## config.mk

```make
export PLATFORM = sky130hd
export DESIGN_NAME = depth_surface_tile_copy_addresser_core
export DESIGN_NICKNAME = d
export VERILOG_FILES = /design/src/rtl/core/dsta_pkg.sv /design/src/rtl/core/depth_surface_tile_copy_addresser_core.sv /design/src/rtl/core/dsta_ctrl.sv /design/src/rtl/core/dsta_datapath.sv
export SDC_FILE = /design/constraint.sdc
export NUM_CORES = 1
export LEC_CHECK = 0
export BUFFER_PORTS_ARGS = -buffer_cell sky130_fd_sc_hd__buf_2
export CAP_MARGIN = 10
export CORE_MARGIN = 8
export CORE_UTILIZATION = 37
export DETAILED_ROUTE_END_ITERATION = 6
export GPL_ROUTABILITY_DRIVEN = 0
export PLACE_DENSITY = 0.56
export SYNTH_ARGS = -nofsm -noshare
export SYNTH_HDL_FRONTEND = slang
export SYNTH_SLANG_ARGS = --single-unit
export TNS_END_PERCENT = 1
```

## constraint.sdc

```tcl
create_clock -name clk -period 10 [get_ports clk]
set_clock_uncertainty 0.05 [all_clocks]
set_input_delay 1.5 -clock clk [delete_from_list [all_inputs] [get_ports clk]]
set_output_delay 1.5 -clock clk [all_outputs]
set_load 0.01 [all_outputs]
```

## src/rtl/core/dsta_pkg.sv

```systemverilog
// Shared types, constants and the in-tile swizzle for the depth surface tile addresser.
// No dependencies.
package dsta_pkg;

	localparam int TileEdge       = 128;
	localparam int MaxExtentDflt  = 16384;

	localparam int CfgIdxW = 2;
	localparam int CfgDataW = 15;

	localparam logic [CfgIdxW-1:0] CfgWidth     = 2'd0;
	localparam logic [CfgIdxW-1:0] CfgHeight    = 2'd1;
	localparam logic [CfgIdxW-1:0] CfgDirection = 2'd2;

	localparam logic [3:0] BytesPair   = 4'd8;
	localparam logic [3:0] BytesSingle = 4'd4;
	localparam logic [3:0] BytesNone   = 4'd0;

	typedef struct packed {
		logic load;      // latch a new request
		logic setup;     // compute bases and pixel count
		logic emit;      // emit one descriptor (pair or odd single) and advance x
		logic emit_bad;  // emit the rejection word
	} dsta_cmd_t;

	typedef struct packed {
		logic bad;   // request lies outside the surface
		logic last;  // current x is the final descriptor of the run
	} dsta_status_t;

	// In-tile byte offset of pixel (x, y) within a 128x128 tile.
	function automatic logic [15:0] swizzle(input logic [6:0] x, input logic [6:0] y);
		logic [6:0]  xy;
		logic [15:0] s;
		xy = x ^ y;
		s = '0;
		s[2]  = x[0];
		s[3]  = y[0];
		s[4]  = x[1];
		s[5]  = y[1];
		s[6]  = x[2];
		s[7]  = y[2];
		s[8]  = xy[3];
		s[9]  = xy[4];
		s[10] = y[5] ^ x[6];
		s[11] = x[5] ^ y[6];
		s[12] = y[3];
		s[13] = x[4];
		s[14] = y[6];
		s[15] = x[6];
		return s;
	endfunction

endpackage

```

## src/rtl/core/depth_surface_tile_copy_addresser_core.sv

```systemverilog
// Top level of the depth surface tile addresser: configuration registers,
// sequencer and offset datapath. Depends on dsta_pkg, dsta_ctrl, dsta_datapath.
//
// One request (row_index, block_column) is taken when start is high and busy
// is low. The block then emits one copy word per pixel pair of that row
// segment of up to 128 pixels on result_strobe, one word per cycle, with a
// 4-byte word for an odd last pixel and last_of_run on the final word. A
// request outside the surface (or any request while width or height is 0 or
// above MAX_EXTENT) gives a single word with bad_request set. The receiver
// cannot stall: each word is on the outputs for exactly one cycle. Sequence:
// after the accept edge the setup state computes the row base (one 14x15
// multiply) and tile index; the run state then registers the words one per
// cycle, and busy is high through setup and run, or setup alone for a
// rejection. The next request can be taken in the cycle the last word is on
// the outputs. Configuration is written through wr_en/wr_index/wr_data while
// idle; index 3 is ignored.
module depth_surface_tile_copy_addresser_core import dsta_pkg::*; #(
	parameter int MAX_EXTENT = MaxExtentDflt
) (
	input  logic                clk,
	input  logic                arst_n,
	input  logic                wr_en,
	input  logic [CfgIdxW-1:0]  wr_index,
	input  logic [CfgDataW-1:0] wr_data,
	input  logic                start,
	output logic                busy,
	input  logic [13:0]         row_index,
	input  logic [6:0]          block_column,
	output logic                result_strobe,
	output logic [29:0]         source_offset,
	output logic [29:0]         dest_offset,
	output logic [3:0]          byte_count,
	output logic                last_of_run,
	output logic                bad_request
);

	logic [CfgDataW-1:0] width_q;
	logic [CfgDataW-1:0] height_q;
	logic                direction_q;

	dsta_cmd_t    cmd;
	dsta_status_t status;

	// Configuration registers; hold unless written
	always_ff @(posedge clk or negedge arst_n) begin
		if (!arst_n) begin
			width_q     <= CfgDataW'(1);
			height_q    <= CfgDataW'(1);
			direction_q <= 1'b0;
		end else if (wr_en) begin
			case (wr_index)
				CfgWidth:     width_q     <= wr_data;
				CfgHeight:    height_q    <= wr_data;
				CfgDirection: direction_q <= wr_data[0];
				default:      ;
			endcase
		end
	end

	dsta_ctrl u_ctrl (
		.clk    (clk),
		.arst_n (arst_n),
		.start  (start),
		.busy   (busy),
		.status (status),
		.cmd    (cmd)
	);

	dsta_datapath #(
		.MAX_EXTENT (MAX_EXTENT)
	) u_datapath (
		.clk           (clk),
		.arst_n        (arst_n),
		.cmd           (cmd),
		.status        (status),
		.row_index     (row_index),
		.block_column  (block_column),
		.cfg_width     (width_q),
		.cfg_height    (height_q),
		.cfg_direction (direction_q),
		.result_strobe (result_strobe),
		.source_offset (source_offset),
		.dest_offset   (dest_offset),
		.byte_count    (byte_count),
		.last_of_run   (last_of_run),
		.bad_request   (bad_request)
	);

	// A rejection word is always the whole run and carries no bytes
	a_bad_is_single: assert property (@(posedge clk) disable iff (!arst_n)
		result_strobe && bad_request |-> last_of_run && (byte_count == BytesNone))
		else $error("rejection word malformed");

	// A good word moves a pair or a single pixel
	a_good_bytes: assert property (@(posedge clk) disable iff (!arst_n)
		result_strobe && !bad_request |->
			(byte_count == BytesPair) || (byte_count == BytesSingle))
		else $error("bad byte count on good word");

	// A single pixel word only ends a run
	a_single_is_last: assert property (@(posedge clk) disable iff (!arst_n)
		result_strobe && (byte_count == BytesSingle) |-> last_of_run)
		else $error("single pixel word before end of run");

	// Words inside a run appear only while the request is still held
	a_mid_run_busy: assert property (@(posedge clk) disable iff (!arst_n)
		result_strobe && !last_of_run |-> busy)
		else $error("mid-run word while idle");

	// The setup cycle after an accept never carries a word
	a_setup_quiet: assert property (@(posedge clk) disable iff (!arst_n)
		start && !busy |=> !result_strobe)
		else $error("word during setup");

endmodule

```

## src/rtl/core/dsta_ctrl.sv

```systemverilog
// Sequencer for the depth surface tile addresser: accept, setup, run.
// Depends on dsta_pkg.
module dsta_ctrl import dsta_pkg::*; (
	input  logic         clk,
	input  logic         arst_n,
	input  logic         start,
	output logic         busy,
	input  dsta_status_t status,
	output dsta_cmd_t    cmd
);

	typedef enum logic [1:0] {
		ST_IDLE,
		ST_SETUP,
		ST_RUN
	} state_t;

	state_t state_q;

	always_ff @(posedge clk or negedge arst_n) begin
		if (!arst_n) begin
			state_q <= ST_IDLE;
		end else begin
			case (state_q)
				ST_IDLE: begin
					if (start) state_q <= ST_SETUP;
				end
				ST_SETUP: begin
					state_q <= status.bad ? ST_IDLE : ST_RUN;
				end
				ST_RUN: begin
					if (status.last) state_q <= ST_IDLE;
				end
				default: state_q <= ST_IDLE;
			endcase
		end
	end

	assign busy = (state_q != ST_IDLE);

	always_comb begin
		cmd          = '0;
		cmd.load     = (state_q == ST_IDLE) && start;
		cmd.setup    = (state_q == ST_SETUP);
		cmd.emit_bad = (state_q == ST_SETUP) && status.bad;
		cmd.emit     = (state_q == ST_RUN);
	end

endmodule

```

## src/rtl/core/dsta_datapath.sv

```systemverilog
// Offset datapath for the depth surface tile addresser: bases, pixel walk, result word.
// Depends on dsta_pkg.
module dsta_datapath import dsta_pkg::*; #(
	parameter int MAX_EXTENT = MaxExtentDflt
) (
	input  logic                clk,
	input  logic                arst_n,
	input  dsta_cmd_t           cmd,
	output dsta_status_t        status,
	input  logic [13:0]         row_index,
	input  logic [6:0]          block_column,
	input  logic [CfgDataW-1:0] cfg_width,
	input  logic [CfgDataW-1:0] cfg_height,
	input  logic                cfg_direction,
	output logic                result_strobe,
	output logic [29:0]         source_offset,
	output logic [29:0]         dest_offset,
	output logic [3:0]          byte_count,
	output logic                last_of_run,
	output logic                bad_request
);

	localparam logic [CfgDataW-1:0] MaxExt = CfgDataW'(MAX_EXTENT);

	logic [13:0] y_q;
	logic [6:0]  blk_q;
	logic [29:0] row_base_q;
	logic [13:0] tile_idx_q;
	logic [7:0]  count_q;
	logic [7:0]  x_q;

	logic [15:0] bpr_sum;
	logic [8:0]  bpr;
	logic        ext_ok;
	logic [28:0] row_prod;
	logic [14:0] tile_idx;
	logic [15:0] rem;
	logic [7:0]  count;
	logic        is_last;
	logic        is_pair;
	logic [29:0] lin_off;
	logic [29:0] til_off;

	always_comb begin
		bpr_sum  = 16'(cfg_width) + 16'(TileEdge - 1);
		bpr      = bpr_sum[15:7];
		ext_ok   = (cfg_width != '0) && (cfg_width <= MaxExt) &&
		           (cfg_height != '0) && (cfg_height <= MaxExt);
		row_prod = 29'(y_q) * 29'(cfg_width);
		tile_idx = 15'(y_q[13:7]) * 15'(bpr[7:0]) + 15'(blk_q);
		rem      = 16'(cfg_width) - 16'({blk_q, 7'b0});
		count    = (rem < 16'(TileEdge)) ? rem[7:0] : 8'(TileEdge);
		is_last  = (9'(x_q) + 9'd2) >= 9'(count_q);
		is_pair  = (9'(x_q) + 9'd1) < 9'(count_q);
		lin_off  = row_base_q + 30'({x_q, 2'b00});
		til_off  = {tile_idx_q, swizzle(x_q[6:0], y_q[6:0])};
	end

	assign status.bad  = !ext_ok || (15'(y_q) >= cfg_height) || (9'(blk_q) >= bpr);
	assign status.last = is_last;

	// Request and walk registers
	always_ff @(posedge clk) begin
		if (cmd.load) begin
			y_q   <= row_index;
			blk_q <= block_column;
		end
		if (cmd.setup) begin
			row_base_q <= 30'({row_prod, 2'b00}) + 30'({blk_q, 9'b0});
			tile_idx_q <= tile_idx[13:0];
			count_q    <= count;
			x_q        <= '0;
		end else if (cmd.emit) begin
			x_q <= x_q + 8'd2;
		end
	end

	// Result word
	always_ff @(posedge clk or negedge arst_n) begin
		if (!arst_n) begin
			result_strobe <= 1'b0;
		end else begin
			result_strobe <= cmd.emit || cmd.emit_bad;
		end
	end

	always_ff @(posedge clk) begin
		if (cmd.emit_bad) begin
			source_offset <= '0;
			dest_offset   <= '0;
			byte_count    <= BytesNone;
			last_of_run   <= 1'b1;
			bad_request   <= 1'b1;
		end else if (cmd.emit) begin
			source_offset <= cfg_direction ? lin_off : til_off;
			dest_offset   <= cfg_direction ? til_off : lin_off;
			byte_count    <= is_pair ? BytesPair : BytesSingle;
			last_of_run   <= is_last;
			bad_request   <= 1'b0;
		end
	end

endmodule

```

After elaboration in Yosys (flattened, before gate mapping)
Index checks and enable logic that the tools add are counted.

operators by class
  add/sub/neg operators = 8
  $mul = 2
  divide/modulo/power cells = 0
  $lt $le $gt $ge = 7
  equal/unequal tests = 6
  shift operators = 0
  multiplexer cells = 7
  bitwise gates (word level) = 3
  reductions and logical operators = 18

operator list
  operator                 count
  $mux W30                 2
  $add A30 B10 Y30         1
  $add A30 B16 Y30         1
  $le A15 B15 Y1 const B   2
  $reduce_bool A15 Y1      2
  $mul A14 B15 Y28         1
  $add A15 B7 Y16 const B  1
  $lt A16 B8 Y1 const B    1
  $sub A15 B14 Y16         1
  $ge A14 B15 Y1           1
  $add A14 B7 Y14          1
  $mul A7 B8 Y14           1
  $add A8 B1 Y9 const B    1
  $add A8 B2 Y9 const B    1
  $ge A7 B9 Y1             1
  $ge A9 B8 Y1             1
  $lt A9 B8 Y1             1
  $add A8 B2 Y8 const B    1
  $reduce_and A2 Y1        4
  $mux W2                  3
  $pmux W2 S3              1
  $logic_and A1 B1 Y1      5
  $xor A5 B5 Y5            1
  $eq A2 B1 Y1 const B     2
  other kinds (8)          14

word-level totals
  register bits after elaboration = 181
  latch bits = 0
  RAM bits = 0
  ROM bits = 0
  input port bits = 42
  output and inout bits = 68
  word-level logic and storage cells = 67
  memories kept = 0

Depth between registers and ports, before layout
  depth in word-level cells = 9
  gate-level depth with buffers = 31
  mapped depth without buffers = 29

By module
From an unflattened synthesis, not the netlist that was laid out.

unflattened totals
  cells, all modules = 1872
  area, all modules = 17837.1 um^2

modules (own cells, without submodules)
  module                                  times used  cells each  area an instance (um^2)  sequential area each (um^2)
  dsta_datapath                           1           1793        16538.4                  3498.4
  depth_surface_tile_copy_addresser_core  1           67          1186.1                   778.2
  dsta_ctrl                               1           12          112.6                    50.0

Worst setup path after synthesis
Ideal clock, no wire load.

  kind = register to register
  start point = register width_q[5]
  end point = register u_datapath.row_base_q[29] (data pin)
  setup time = 268 ps
  data arrival time = 6700 ps
  data required time = 9682 ps
  setup slack = 2982 ps
  cell stages (with the launch flop) = 31
  path buffers = 2
  period minus slack after synthesis = 7018 ps
  path through = dfrtp_1 clkbuf_1 and2_1 fa_1 inv_1 fa_1 inv_1 fa_1 inv_1 fa_1 inv_1 fa_1 inv_1 fa_1 inv_1 ha_1 nand2_1 o21ai_1 nor2_1 xnor2_1 ha_1 o21ai_0 o21bai_1 a21oi_1 nor2b_1 nor2_1 nor3_1 and4b_1 clkbuf_1 and4b_1 xnor3_1

on the way
  cells in the longest elaborated chain, start to end = 2

RTL lines
  what                    line                                          text
  start, declared         depth_surface_tile_copy_addresser_core.sv:37  logic [CfgDataW-1:0] width_q;
  start signal, assigned  depth_surface_tile_copy_addresser_core.sv:47  width_q <= CfgDataW'(1);
  start signal, assigned  depth_surface_tile_copy_addresser_core.sv:52  CfgWidth: width_q <= wr_data;
  $mul A14 B15 Y28        dsta_datapath.sv:49                           row_prod = 29'(y_q) * 29'(cfg_width);
  $add A30 B16 Y30        dsta_datapath.sv:69                           row_base_q <= 30'({row_prod, 2'b00}) + 30'({blk_q, 9'b0});
  end signal, assigned    dsta_datapath.sv:69
  end, declared           dsta_datapath.sv:27                           logic [29:0] row_base_q;

No other way between the ends.
A chain may end at the register's enable or synchronous reset.

Worst setup path after layout
  start point = register u_datapath.y_q[7]
  end point = register u_datapath.row_base_q[29] (data pin)

on the way
  cells in the longest elaborated chain, start to end = 2

RTL lines
  what                    line                 text
  start, declared         dsta_datapath.sv:25  logic [13:0] y_q;
  start signal, assigned  dsta_datapath.sv:65  y_q <= row_index;
  $mul A14 B15 Y28        dsta_datapath.sv:49
  $add A30 B16 Y30        dsta_datapath.sv:69

No other way between the ends.

==> flow_summary.yaml <==
clocking:
  post-cts-setup-buffers: 0
  cts_tree: "built"
  clk_pin_slew_ns: 0.07
  post_cts_resized: 0
  cts_max_path_buffers: 2
  h-tree-depth: 4
  ctsHoldBuffers: 0
  insertion_delay_ns: 0.45
  cts_root_buf: "clkbuf_16"
  cts_buffers: 17
  numClockSinks: 172
sta:
  hold_viol_final: 0
  fin_tns_setup_ns: 0
  maxSlewHeadroom_pct: 22.6
  setup_ws_ns: 2.38
  tightest_slew_ns: 1.15
  fin_crit_sh_pct: 76.2
  period_needed_ns: 7.62
  rsz0062_at_grt: "no"
  slew_viol_final: 0
  setup_viol: 0
  fmax_mhz: 131
critical_path:
  path_class: "reg -> reg"
  rrSetupSlack_ns: 2.38
  critPathMaxFanout: 24
  cp-start-kind: "flop"
  worst_setup_path_end_kind: "flop"
  arrival_ns: 7.76
  worstPathRequired_ns: 10.14
synth:
  synth_xor_area_share_pct: 4.43
  synth_area_leaders: "fa_1, ha_1, edfxtp_1"
  synthDistinctLibCells: 75
  yosysWarningCount: 0
  yosysSeqAreaShare_pct: 24.2
  synth_area_leader_cell: "fa_1"
  synth_top_family_by_area: "adder cells"
  ys.flop_type: "edfxtp_1"
  synth_most_common_cell: "inv_1"
  avgSynthCellArea_um2: 9.37
  synth-seq-cells: 172
  yosys.area_share.simple_pct: 15.4
  synth_common_cells: "inv_1, nand2_1, fa_1"
  synth_fa_ha_area_share_pct: 33.9
  synthMuxAreaShare_pct: 3.64
  synth_edf_count: 71
  syn_inst: 1908
  syn-cell-area_mm2: 0.0179
  ys_async_sr_fraction_pct: 19.8
  synth_top_area_share_pct: 21.3
  synth-compound-area-share_pct: 10.2
place:
  placed_area_mm2: 0.0189
  dp_slack_ns: 2.43
  numPortBuffers: 103
  hpwl_mm: 36.3
layout:
  layout-drive-gt1-share_pct: 10.5
  area_growth_pct: 8.85
  final_cell_area_mm2: 0.0195
  final_nets: 2365
  final_util_pct: 40.8
  antenna_cells: 0
global_route:
  grt_max_degree: 99
  grt_overflow: 0
  grt_usage_pct: 16.9
  grt_pass1_vias: 13939
  grt_pass1_wl_mm: 76.1
  antenna_found_initial: 1
drt:
  antenna_left: 0
  wl_per_cell_um: 17.7
  vias: 13155
  wirelength_mm: 45.7
  firstDrtPassIters: 5
  drt_first_iter_violations: 690
  post-route-drc-count: 0
  via_per_inst: 5.10
hold_path:
  hp-class: "reg -> reg"
floorplan:
  rows: 80
  initial_core_util_pct: 37.4
  die-width_um: 236
  die_y_um: 236
  core_mm2: 0.0477
  ios: 110
  dieArea_mm2: 0.0556
status:
  status: "complete, no violations"
flow_run:
  maxCapViolCount: 0
worst max-delay path, cell delays in order (launching register included):
cell and delay (ns):
edfxtp_1 1.06, nand2_1 0.19, fa_1 0.55, fa_1 0.52, inv_1 0.04, ha_1 0.31
fa_1 0.51, fa_1 0.56, inv_1 0.06, fa_1 0.52, inv_1 0.04, ha_1 0.36
nand2_1 0.07, o21ai_1 0.39, nor2_1 0.14, xnor2_1 0.15, ha_1 0.33, o21ai_0 0.10
o21bai_1 0.14, a21oi_1 0.12, nor2b_1 0.12, nor2_1 0.06, nor3_1 0.15, and4b_1 0.33
and4b_1 0.23, xnor3_1 0.22
metrics by stage:
stage | cells | hold WS (ns)
after floorplan | 1913 | 0.424
after global placement | 2549 | 0.379
after detailed placement | 2549 | 0.386
after CTS | 2581 | 0.401
after global routing | 2581 | 0.417
final | 2581 | 0.396
path summary, 6_finish.rpt:
kind | start | to | cells past startpoint
max in group asynchronous | arst_n | direction_q | 1
max reg2reg | u_datapath.y_q[7] | u_datapath.row_base_q[29] | 25
min in group asynchronous | arst_n | height_q[7] | 1
min | u_datapath.bad_request | u_datapath.bad_request | 1
max | u_datapath.y_q[7] | u_datapath.row_base_q[29] | 25
min reg2reg | u_datapath.bad_request | u_datapath.bad_request | 1
layout by cell type (no fill, tap or decap), types with 7 or more instances in the layout:
| cell | synthesis | final |
|---|---|---|
| o211ai_1 | 12 | 12 |
| dfrtp_1 | 32 | 31 |
| nand3_1 | 25 | 25 |
| o22ai_1 | 48 | 48 |
| xnor2_1 | 63 | 63 |
| buf_2 | 0 | 103 |
| nand2_1 | 249 | 249 |
| dfxtp_1 | 67 | 67 |
| mux2_2 | 32 | 32 |
| clkbuf_16 | 0 | 17 |
| a21boi_0 | 7 | 7 |
| o31ai_1 | 8 | 8 |
| nand4_1 | 9 | 9 |
| o21a_1 | 13 | 13 |
| a21o_1 | 21 | 21 |
| and2_1 | 126 | 126 |
| nor3_1 | 16 | 16 |
| a21oi_1 | 54 | 54 |
| nand2b_1 | 17 | 16 |
| fa_1 | 190 | 190 |
| ha_1 | 180 | 180 |
| xor2_1 | 23 | 23 |
| o21ai_0 | 56 | 56 |
| buf_4 | 6 | 10 |
| nor2b_1 | 18 | 16 |
| inv_1 | 284 | 284 |
| nor2_1 | 66 | 65 |
| edfxtp_1 | 71 | 71 |
| mux2i_1 | 29 | 29 |
registers in the layout, summed over array words and instances (netlist names):
register                  count
u_ctrl.state_q                2
u_datapath.result_strobe      1
u_datapath.count_q            8
direction_q                   1
u_datapath.row_base_q        28
u_datapath.dest_offset       28
u_datapath.x_q                7
height_q                     15
width_q                      15
u_datapath.source_offset     28
u_datapath.bad_request        1
u_datapath.last_of_run        1
u_datapath.byte_count         2
u_datapath.tile_idx_q        14
u_datapath.blk_q              7
u_datapath.y_q               14
final cells by class:
type                    instances  area (um^2)
fillers                      4729        28300
multi-input cells            1365        12100
flip-flops and latches        172         4330
inverters                     284         1070
well taps                     615          769
repair buffers                113          591
clock buffers                  17          425
clock inverters                15          164
routing by layer:
layer | vias up | GRT usage, % | share of wire (%)
met4 | 0 | 5.09 | 2.6
met2 | 278 | 28.3 | 47
met1 | 6520 | 22.3 | 47
li1 | 6304 | - | -
met3 | 53 | 2.54 | 4.0
met5 | - | 0 | 0
logic make-up (layout without fill, tap and decap cells):
kind of cell	Yosys count	in the layout
AND/OR/NAND/NOR	565	565
multiplexers	61	61
other	1	6
buffers and inverters	376	429
AO/OA/AOI/OAI	275	275
XOR/XNOR	88	88
flip-flops	172	172
adder cells (fa/ha/maj)	370	370
Power is not shown: default switching activity piles up to over one toggle a cycle in this logic, so the estimate is an artifact.
